===== config.mk =====
export PLATFORM = sky130hd
export DESIGN_NAME = mma_ram
export DESIGN_NICKNAME = d
export VERILOG_FILES = /design/src/rtl/core/mma_ram.sv
export SDC_FILE = /design/constraint.sdc
export NUM_CORES = 1
export LEC_CHECK = 0
export BUFFER_PORTS_ARGS = -buffer_cell sky130_fd_sc_hd__buf_2
export CORE_ASPECT_RATIO = 0.5
export CORE_UTILIZATION = 50
export CTS_CLUSTER_DIAMETER = 30
export DETAILED_ROUTE_END_ITERATION = 6
export PLACE_DENSITY = 0.66
export SETUP_SLACK_MARGIN = 0.02
export SLEW_MARGIN = 20
export SYNTH_ARGS = -nofsm -noshare
export SYNTH_HDL_FRONTEND = slang
export SYNTH_SLANG_ARGS = --single-unit

===== constraint.sdc =====
create_clock -name clk -period 3.25 [get_ports clk]
set_input_delay 0.65 -clock clk [delete_from_list [all_inputs] [get_ports clk]]
set_output_delay 0.65 -clock clk [all_outputs]
set_load 0.01 [all_outputs]

===== src/rtl/core/mma_ram.sv =====
// ----------------------------------------------------------------------------
// mma_ram
// Generic single-write, single-read RAM with registered read data.
// ----------------------------------------------------------------------------
module mma_ram #(
	parameter int WIDTH = 16,
	parameter int DEPTH = 64
) (
	input  logic                     clk,
	input  logic                     wr_en,
	input  logic [$clog2(DEPTH)-1:0] wr_addr,
	input  logic [WIDTH-1:0]         wr_data,
	input  logic                     rd_en,
	input  logic [$clog2(DEPTH)-1:0] rd_addr,
	output logic [WIDTH-1:0]         rd_data
);

	logic [WIDTH-1:0] mem_q [DEPTH];

	always_ff @(posedge clk) begin
		if (wr_en) begin
			mem_q[wr_addr] <= wr_data;
		end
		if (rd_en) begin
			rd_data <= mem_q[rd_addr];
		end
	end

endmodule


==> flow_metrics.env <==
export IMPL_io_buffers=46
export IMPL_ys_async_sr_fraction_pct=0
export IMPL_dieHeight_um=203
export IMPL_postCtsSetupBuffers=0
export IMPL_p_per_area_nw_per_um2=668
export IMPL_seq_power_share_pct=47.2
export IMPL_comb_power_share_pct=4.6
export IMPL_syn2layout_area_growth_pct=17.8
export IMPL_postCtsResizedCells=0
export IMPL_vias_per_cell=6.08
export IMPL_p_clk_share_pct=48.2
export IMPL_crit_chain="buf_8 -> buf_12 -> buf_4 -> mux4_2 -> mux2_2 -> nand2_1 -> nand4_1 -> and4_1"
export IMPL_max_slew_margin_rel_pct=28.6
export IMPL_syn_num_nets=1860
export IMPL_syn_area_per_cell_um2=22.0
export IMPL_die_area_um2=81600
export IMPL_layout_drive_gt1_share_pct=32.0
export IMPL_antenna_found_initial=8
export IMPL_initial_core_util_pct=50.6
export IMPL_drt_total_wl_um=94600
export IMPL_ys_types=42
export IMPL_hpwl_um=57000
export IMPL_max_stage_delay_ns=0.52
export IMPL_cts_root_buf="clkbuf_16"
export IMPL_rsz0062_at_grt="false"
export IMPL_final_common_cell="edfxtp_1"
export IMPL_grt_pass1_vias=19800
export IMPL_finalHoldViolCount=0
export IMPL_grt_pass1_wl_um=137000
export IMPL_numCtsBuffers=133
export IMPL_critPathCaptureType="register"
export IMPL_yosys_register_bits=1040
export IMPL_wl_per_cell_um=29.1
export IMPL_cp_required_ns=3.70
export IMPL_coreArea_um2=79500
export IMPL_yosysWarnings=0
export IMPL_syn_inst=1829
export IMPL_start_kind="input port"
export IMPL_drv_slew=0
export IMPL_stdcell_count=3249
export IMPL_rows=73
export IMPL_whs_ns=0.353
export IMPL_maxCapViolCount=0
export IMPL_internal_power_mw=25.0
export IMPL_fin_crit_sh_pct=77.6
export IMPL_timing_fmax_mhz=396
export IMPL_p_leak_nw=15.4
export IMPL_criticalPathCategory="in -> reg"
export IMPL_setup_viol=0
export IMPL_gp_congestion=0.846
export IMPL_pre_cts_ws_ns=-0.00704
export IMPL_nets=2116
export IMPL_power_switching_mw=6.66
export IMPL_pin_count=47
export IMPL_slowest_stage="mux4_2"
export IMPL_yosys_area_top_type_share_pct=77.7
export IMPL_dp_cells=3000
export IMPL_clk_pin_slew_worst_paths_ns=0.06
export IMPL_finClkSkew_ns=0.0284
export IMPL_cts_hold_buf=0
export IMPL_overflow=0
export IMPL_tightest_slew_ns=1.07
export IMPL_swShare_pct=21.0
export IMPL_fin_ws_ns=0.727
export IMPL_cts_buffer_depth=3
export IMPL_synth_edff_count=1040
export IMPL_hold_path_class="in -> reg"
export IMPL_ant_nets=0
export IMPL_die_x_um=403
export IMPL_grt_max_degree=65
export IMPL_peakVddDrop_mv=0.395
export IMPL_final_util_pct=59.6
export IMPL_yosysSeqAreaShare_pct=77.7
export IMPL_fin_crit_ns=2.52
export IMPL_cp_max_fo=25
export IMPL_drt_iter0_drc=2580
export IMPL_setup_tns_ns=0
export IMPL_gr_usage_all_layers_pct=23.6
export IMPL_htreeDepth=4
export IMPL_via_count=19800
export IMPL_drc=0
export IMPL_ys_flop_type="edfxtp_1"
export IMPL_synth_area_leaders="edfxtp_1 78%, mux4_2 12%, mux2i_1 2.1%"
export IMPL_outcome="complete, no violations"
export IMPL_yosysTopAreaCell="edfxtp_1"
export IMPL_clk_latency_ns=0.69
export IMPL_worstPathArrival_ns=2.97
export IMPL_layout_common_cells="1,040 x edfxtp_1, 220 x mux4_2, 161 x buf_4"
export IMPL_clock_sinks=1040
export IMPL_cts_tree="built"
export IMPL_drtPass1Iterations=6
export IMPL_synth_area_um2=40200
-- synthesized netlist by cell type (2+ instances only) --
library cell     n
o21ai_1          3
mux2_2          27
buf_12           5
nand2b_1         3
buf_6           17
mux2i_1         85
and4_1           5
a22oi_1         39
buf_4           13
a221o_1          6
a22o_1           6
a21oi_1         17
nor4_2           3
a31oi_1          8
nand3b_1         2
clkbuf_2         2
and2_1           2
nor2b_1         30
a311oi_1         8
a211o_1          8
o21ai_0          5
mux4_2         220
a221oi_1        16
nand2_1         59
buf_8            3
nor2_1          72
buf_2           36
edfxtp_1      1040
nand4_1         12
nand3_1         24
a211oi_1         8
a41oi_1          5
mux4_1           4
clkbuf_1        24
buf_1            3
nor3_1           2
nor2_2           2
-- stage by stage --
step                area [um^2]  power [mW]
finish                    47400        31.6
floorplan                 40200        16.0
global placement          42700        16.6
detailed placement        42700        16.6
CTS                       47300        31.8
global route              47400        32.4
-- area by class of cell --
class                           count  area (um^2)
Multi-Input combinational cell    685         8250
Fill cell                        5464        32100
Antenna cell                        3         7.51
Sequential cell                  1040        31200
Clock buffer                      154         3530
Clock inverter                     92         1140
Tap cell                         1050         1310
Timing Repair Buffer              225         1890
-- final timing paths --
kind                                   start             to  slack, ns  cells past startpoint
worst min register to register  mem_q[44][3]     rd_data[3]       0.96                      4
worst max-delay path              rd_addr[0]     rd_data[5]       0.73                      8
worst min-delay path             wr_data[14]  mem_q[44][14]       0.35                      1
worst max register to register  mem_q[5][11]    rd_data[11]       0.92                      6
-- routing by layer --
layer,up-vias,global-route usage (%),share of wire [%]
met3,128,4.36,8.1
met1,10500,35.5,43
met2,866,36.1,47
li1,8273,-,-
met5,-,0,0.038
met4,6,5.87,1.7
-- kinds of logic after synthesis --
logic type      count (synthesis)  synth area share, %
flops                        1040                 77.7
mux                           336                 15.5
simple gates                  220                 2.64
compound gates                129                 2.40
buf+inv                       104                 1.82
-- power by group through the flow --
stage          Clock, mW  Sequential (mW)  Combinational (mW)
2_1_floorplan          0             15.2               0.769
3_3_place_gp           0             15.2                1.42
3_5_place_dp           0             15.2                1.44
4_1_cts             15.4             14.9                1.45
5_1_grt             16.0             14.9                1.53
6_report            15.2             14.9                1.45
-- registers in the layout, indices dropped and copies added (netlist names) --
register  cells
rd_data      16
mem_q      1024
-- worst max-delay path, delay by kind of cell --
| family | cells | cell delay (ns) |
|---|---|---|
| buffers and inverters | 3 | 0.77 |
| multiplexers | 2 | 0.79 |
| AND/OR/NAND/NOR | 3 | 0.72 |
No activity file was read; power rests on OpenSTA's default activity.
