**config.mk**
```make
export PLATFORM = sky130hd
export DESIGN_NAME = mma_cell
export DESIGN_NICKNAME = d
export VERILOG_FILES = /design/src/rtl/core/mma_cell.sv
export SDC_FILE = /design/constraint.sdc
export NUM_CORES = 1
export LEC_CHECK = 0
export BUFFER_PORTS_ARGS = -buffer_cell sky130_fd_sc_hd__buf_2
export CAP_MARGIN = 20
export CORE_MARGIN = 2
export CORE_UTILIZATION = 54
export CTS_CLUSTER_DIAMETER = 80
export DETAILED_ROUTE_END_ITERATION = 10
export PLACE_DENSITY_LB_ADDON = 0.08
export SYNTH_ARGS = -nofsm -noshare
export SYNTH_HDL_FRONTEND = slang
export SYNTH_SLANG_ARGS = --single-unit
```
**constraint.sdc**
```tcl
create_clock -name clk -period 5.15 [get_ports clk]
set_input_delay 0.7725 -clock clk [delete_from_list [all_inputs] [get_ports clk]]
set_output_delay 0.7725 -clock clk [all_outputs]
set_load 0.02 [all_outputs]
```
**src/rtl/core/mma_cell.sv**
```systemverilog
// ----------------------------------------------------------------------------
// mma_cell
// One cell of the reduction chain: adds the product of its own inner index
// to the partial sum handed on by its neighbor.
// ----------------------------------------------------------------------------
module mma_cell #(
	parameter int IDX    = 0,
	parameter int IW     = 3,
	parameter int ACC_W  = 35,
	parameter int PROD_W = 32
) (
	input  logic                     clk,
	input  logic                     prod_vld,
	input  logic [IW-1:0]            prod_idx,
	input  logic signed [PROD_W-1:0] prod,
	input  logic signed [ACC_W-1:0]  sum_in,
	output logic signed [ACC_W-1:0]  sum_out
);

	logic signed [ACC_W-1:0] sum_q;

	always_ff @(posedge clk) begin
		if (prod_vld && prod_idx == IW'(IDX)) begin
			sum_q <= sum_in + ACC_W'(prod);
		end else begin
			sum_q <= sum_in;
		end
	end

	assign sum_out = sum_q;

endmodule

```
==> results_dict.tcl, run 1 <==
set metrics [dict create \
    grt_max_degree 68 \
    initial_core_util_pct 56.09 \
    fin_crit_ps 3241 \
    wire_per_inst_um 12.54 \
    p_leak_uw 0.001817 \
    drive_gt1_share_pct 27.12 \
    powerDensity_mw_per_mm2 248.4 \
    drt_iter0_markers 134 \
    antenna_found_initial 0 \
    largest_reg_flops 35 \
    grt.met3_usage_pct 4.000 \
    crit_path_cell_trace "buf_2 -> ha_1 -> inv_1 -> fa_1 -> and2b_1 -> o2111ai_1 -> a31oi_1 -> o21ai_2 -> o31ai_4 -> a31oi_1 -> o21ai_2 -> a31oi_1 -> xor2_1 -> o21ai_0" \
    yosys_warnings 0 \
    via_per_inst 5.371 \
    outcome "completed" \
    fmax_ghz 0.3086 \
    cts_resized 0 \
    die_h_um 77.07 \
    crit_top_cell "a31oi_1" \
    async_reset_ff_share_pct 0 \
    min_path_cells 3 \
    synthFlopType "dfxtp_1" \
    maxCapViolCount 0 \
    cp_max_fo 4 \
    path_clk_slew_ps 70 \
    tritoncts "yes" \
    pin_count 107 \
    synth.top_cell.area_share_pct 24.31 \
    synth_area_mm2 0.002883 \
    critPathCaptureType "flip-flop" \
    cts_setup_buffers 0 \
    area_delta_synth_final_pct 24.44 \
    yosys-top-cells-area "dfxtp_1 24%, ha_1 15%, o21ai_0 8.3%" \
    drtPass1Iterations 4 \
    hold_end "sum_out[17]" \
    routed_wl_mm 6.796 \
    h-tree-depth 2 \
    min_period_over_period_pct 62.92 \
    cpPeakStageDelay_ps 390 \
    post-synth-top-count-cell "nand2_1" \
    crit_path_top_delay_cell "fa_1" \
    die-area_mm2 0.005939 \
    gp_congestion 0.8869 \
    die_x_um 77.07 \
    syn_nets 475 \
    max-slew-margin-rel_pct 62.30 \
    top_usage_layer "met2" \
    clock_sinks 35 \
    setup_tns_ps 0 \
    ctsLongestPathBuffers 2 \
    cts_root_buffer "clkbuf_8" \
    coreArea_mm2 0.005140 \
    ant_nets 0 \
    synthTopCellsByCount "63 x nand2_1, 48 x o21ai_0, 35 x dfxtp_1, 34 x ha_1, 30 x a21oi_1" \
    cts_hold_buf 0 \
    overflow 0 \
    diodes 0 \
    hp-class "primary input to flip-flop" \
    setup_viol_count_final 0 \
    critPathRequiredTime_ps 5370 \
    syn-mean-instance-area_um2 7.834 \
    ys_seq_elements 35 \
    critical_path_class "primary input to flip-flop" \
    grt_pass1_vias 2680 \
    finalPower_uw 891.0 \
    multi_input_comb_area_mm2 0.002110 \
    numCtsBuffers 5 \
    peakVddDrop_uv 135.0 \
    hold_ws_ps 689.0 \
    tightest_slew_ps 565.6 \
    use_met1_pct 32.68 \
    synth-edff-count 0 \
    slew_viol_final 0 \
    use_met2_pct 38.77 \
    numPortBuffers 106 \
    grt_setup_unrepaired "no" \
    track_usage_pct 23.91 \
    fill_cells 485 \
    drc 0 \
    grt_pass1_wl_mm 11.70 \
    dp_hpwl_mm 5.380 \
    seq_area_um2 700.7 \
    min-delay-start "sum_in[17]" \
    syn_inst 368 \
    dr_total_vias 2911 \
    worstSetupStartpointType "primary input" \
    seq_area_frac_synth_pct 24.31 \
    synth_area_leader_cell "dfxtp_1" \
    hold_viol_final 0 \
    arrival_ps 3460 \
    rows 26 \
    final_nets 578 \
    yosysUniqueCellTypes 44 \
]
[layout make-up]
class                           count  area share [%]
Multi-Input combinational cell    314           58.81
Sequential cell                    35           19.53
Timing Repair Buffer              108           15.21
Tap cell                           70           2.442
Clock buffer                        6           2.302
Clock inverter                      2          0.9766
Inverter                            7          0.7325
[power by group]
part,internal [uW],total (uW),switching [uW]
registers,291,296,4.56
clock network,157,263,106
logic,142,332,190
total,590,891,301
[cells by family after synthesis]
family                   after synthesis  synth area share [%]
AO/OA/AOI/OAI                        136                 30.56
XOR/XNOR                              31                 9.418
adder cells (fa/ha/maj)               35                 15.45
buffers and inverters                 19                 2.517
flip-flops                            35                 24.31
AND/OR/NAND/NOR                      112                 17.75
[how the worst max path moves through the flow]
stage | from | end | depth (start not counted)
after floorplan | prod[0] | sum_out[34] | 13
after global placement | sum_in[0] | sum_out[28] | 14
after detailed placement | sum_in[0] | sum_out[28] | 14
after CTS | sum_in[0] | sum_out[28] | 14
after global routing | sum_in[0] | sum_out[30] | 14
final | sum_in[0] | sum_out[30] | 14
[metal layers]
| metal | part of all wire [%] | wire (um) | vias up |
|---|---|---|---|
| met1 | 49 | 3304 | 1280 |
| met5 | 0 | 0 | - |
| met3 | 5.3 | 362 | 10 |
| met2 | 45 | 3025 | 89 |
| li1 | - | - | 1532 |
| met4 | 1.5 | 103 | 0 |
[through the flow]
| step | utilization (%) | cell area [um^2] | worst slack, ps | std cells |
|---|---|---|---|---|
| floorplan | - | 2883 | 2045 | 368 |
| global placement | 67.50 | 3470 | 1740 | 534 |
| detailed placement | 67.50 | 3470 | 1617 | 534 |
| CTS | 69.79 | 3587 | 1910 | 542 |
| global route | 69.79 | 3587 | 1634 | 542 |
| finish | 69.79 | 3587 | 1909 | 542 |
[placed cells by master, fill, tap and decap left out, types with 2 or more instances in the layout]
cell	netlist	final
buf_2	1	106
nand2_1	63	63
o21ai_0	48	48
dfxtp_1	35	35
ha_1	34	34
a21oi_1	30	30
a21o_1	17	17
xor2_1	17	17
xnor2_1	14	14
nor2_1	11	11
inv_1	7	7
and2_1	7	7
a31oi_1	7	7
nand2b_1	7	7
clkbuf_8	0	6
nor3_1	5	5
o21ai_1	5	5
o21a_1	5	5
nor2b_1	4	4
nand3_1	4	4
and3_1	4	4
a211oi_1	3	3
nand4_1	3	3
o211ai_1	3	3
o21ai_2	3	3
a31oi_2	2	2
buf_4	0	2
[worst max-delay path: cells and delay by family]
kind	cells	cell delay, ps
AND/OR/NAND/NOR	1	230
XOR/XNOR	1	150
AO/OA/AOI/OAI	8	1610
buffers and inverters	2	150
adder cells (fa/ha/maj)	2	550
Power figures use the tool's default switching activity.
==> run 2: changes to the inputs <==
Settings changed: CORE_UTILIZATION 54 to 50.
Clock period 5.15 ns to 3.35 ns, I/O delays scaled along.
==> run 2 against run 1 <==
Net effect: clock power grew 15%; combinational power grew 54%; core utilization shrank 5.8 points; critical path type unchanged; critical endpoint is now sum_out[34].
==> results_dict.tcl, run 2 (synthesized netlist as in run 1, its figures left out) <==
set metrics [dict create \
    outcome "completed" \
    die_h_um 79.93 \
    routed_wl_mm 6.899 \
    drive_gt1_share_pct 26.54 \
    dp_hpwl_mm 5.482 \
    initial_core_util_pct 52.03 \
    critPathCaptureType "flip-flop" \
    grt_setup_unrepaired "no" \
    maxCapViolCount 0 \
    die-area_mm2 0.006389 \
    cts_resized 0 \
    setup_viol_count_final 0 \
    grt_pass1_vias 2532 \
    via_per_inst 5.471 \
    drt_iter0_markers 112 \
    largest_reg_flops 35 \
    min_path_cells 3 \
    hp-class "primary input to flip-flop" \
    final_nets 577 \
    setup_tns_ps 0 \
    grt_pass1_wl_mm 10.81 \
    numCtsBuffers 5 \
    cts_setup_buffers 0 \
    wire_per_inst_um 12.71 \
    worstSetupStartpointType "primary input" \
    arrival_ps 3100 \
    diodes 0 \
    fill_cells 520 \
    gp_congestion 0.9518 \
    final_cell_mix "106 x buf_2, 63 x nand2_1, 48 x o21ai_0, 35 x dfxtp_1, 34 x ha_1" \
    peakVddDrop_uv 182.9 \
    pin_count 107 \
    rows 27 \
    powerDensity_mw_per_mm2 358.2 \
    cp_max_fo 4 \
    crit_path_top_delay_cell "fa_1" \
    area_delta_synth_final_pct 23.00 \
    tightest_slew_ps 922.6 \
    h-tree-depth 2 \
    hold_viol_final 0 \
    cts_root_buffer "clkbuf_8" \
    fmax_ghz 0.3367 \
    max-slew-margin-rel_pct 37.63 \
    multi_input_comb_area_mm2 0.002110 \
    crit_path_cell_trace "buf_2 -> ha_1 -> inv_1 -> fa_1 -> and2b_1 -> o2111ai_1 -> a31oi_1 -> o21ai_2 -> o31ai_4 -> a31o_2 -> and2_1 -> nand4_1 -> o21ai_0 -> a211oi_1" \
    fin_crit_ps 2970 \
    overflow 0 \
    drtPass1Iterations 4 \
    cts_hold_buf 0 \
    numPortBuffers 106 \
    critPathRequiredTime_ps 3480 \
    seq_area_um2 700.7 \
    clock_sinks 35 \
    track_usage_pct 21.05 \
    ctsLongestPathBuffers 2 \
    finalPower_uw 1270 \
    tritoncts "yes" \
    finish.utilization_pct 64.00 \
    dr_total_vias 2971 \
    ant_nets 0 \
    critical_path_class "primary input to flip-flop" \
    grt_max_degree 35 \
    coreArea_mm2 0.005540 \
    antenna_found_initial 0 \
    cpPeakStageDelay_ps 390 \
    final_common_cell "buf_2" \
    min_period_over_period_pct 88.65 \
    slew_viol_final 0 \
    die_x_um 79.93 \
    path_clk_slew_ps 70 \
    p_leak_uw 0.001792 \
    drc 0 \
    hold_ws_ps 423.6 \
]
==> run 2: cell types whose count changed in the layout (fill, tap and decap cells not counted) <==
cell       delta
clkbuf_8      -1
buf_4         -1
bufinv_16     -1
clkbuf_1      +2
==> run 2: area by class of cell <==
cell class	count	area share, %
clock buffer	7	2.152
clock inverter	1	0.1411
inverter	7	0.7410
multi-input combinational	314	59.49
sequential	35	19.76
tap	72	2.541
timing repair buffer	107	15.17
==> run 2: final timing paths <==
path          end  slack [ps]        from
max   sum_out[34]         380   sum_in[0]
min   sum_out[12]         420  sum_in[12]
==> run 2: per-layer routing <==
metal / GRT usage [%] / wire (um) / vias up / part of all wire, %
met5: 0 / 0 / - / 0
met4: 5.932 / 89 / 0 / 1.3
met3: 4.072 / 571 / 10 / 8.3
met2: 34.00 / 3034 / 107 / 44
met1: 28.43 / 3204 / 1322 / 46
li1: - / - / 1532 / -
==> run 2: through the flow <==
| stage | setup WS (ps) | cells | cell area (um^2) |
|---|---|---|---|
| final | 380.3 | 543 | 3546 |
| after global routing | 149.3 | 543 | 3546 |
| after CTS | 389.9 | 543 | 3546 |
| after detailed placement | 124.9 | 535 | 3465 |
| after global placement | 181.2 | 535 | 3465 |
| after floorplan | 515.5 | 368 | 2883 |
==> run 2: power by group <==
part | switching, uW | total (uW) | leakage, uW | internal, uW
clock | 157 | 303 | 0.0000422 | 146
sequential | 7.01 | 455 | 0.000295 | 448
combinational | 294 | 512 | 0.00145 | 218
==> run 2: worst max-delay path: cells and delay by family <==
family / cells / cell delay (ps)
compound gates: 7 / 1390
fa+ha+maj: 2 / 550
simple gates: 3 / 520
buf+inv: 2 / 140
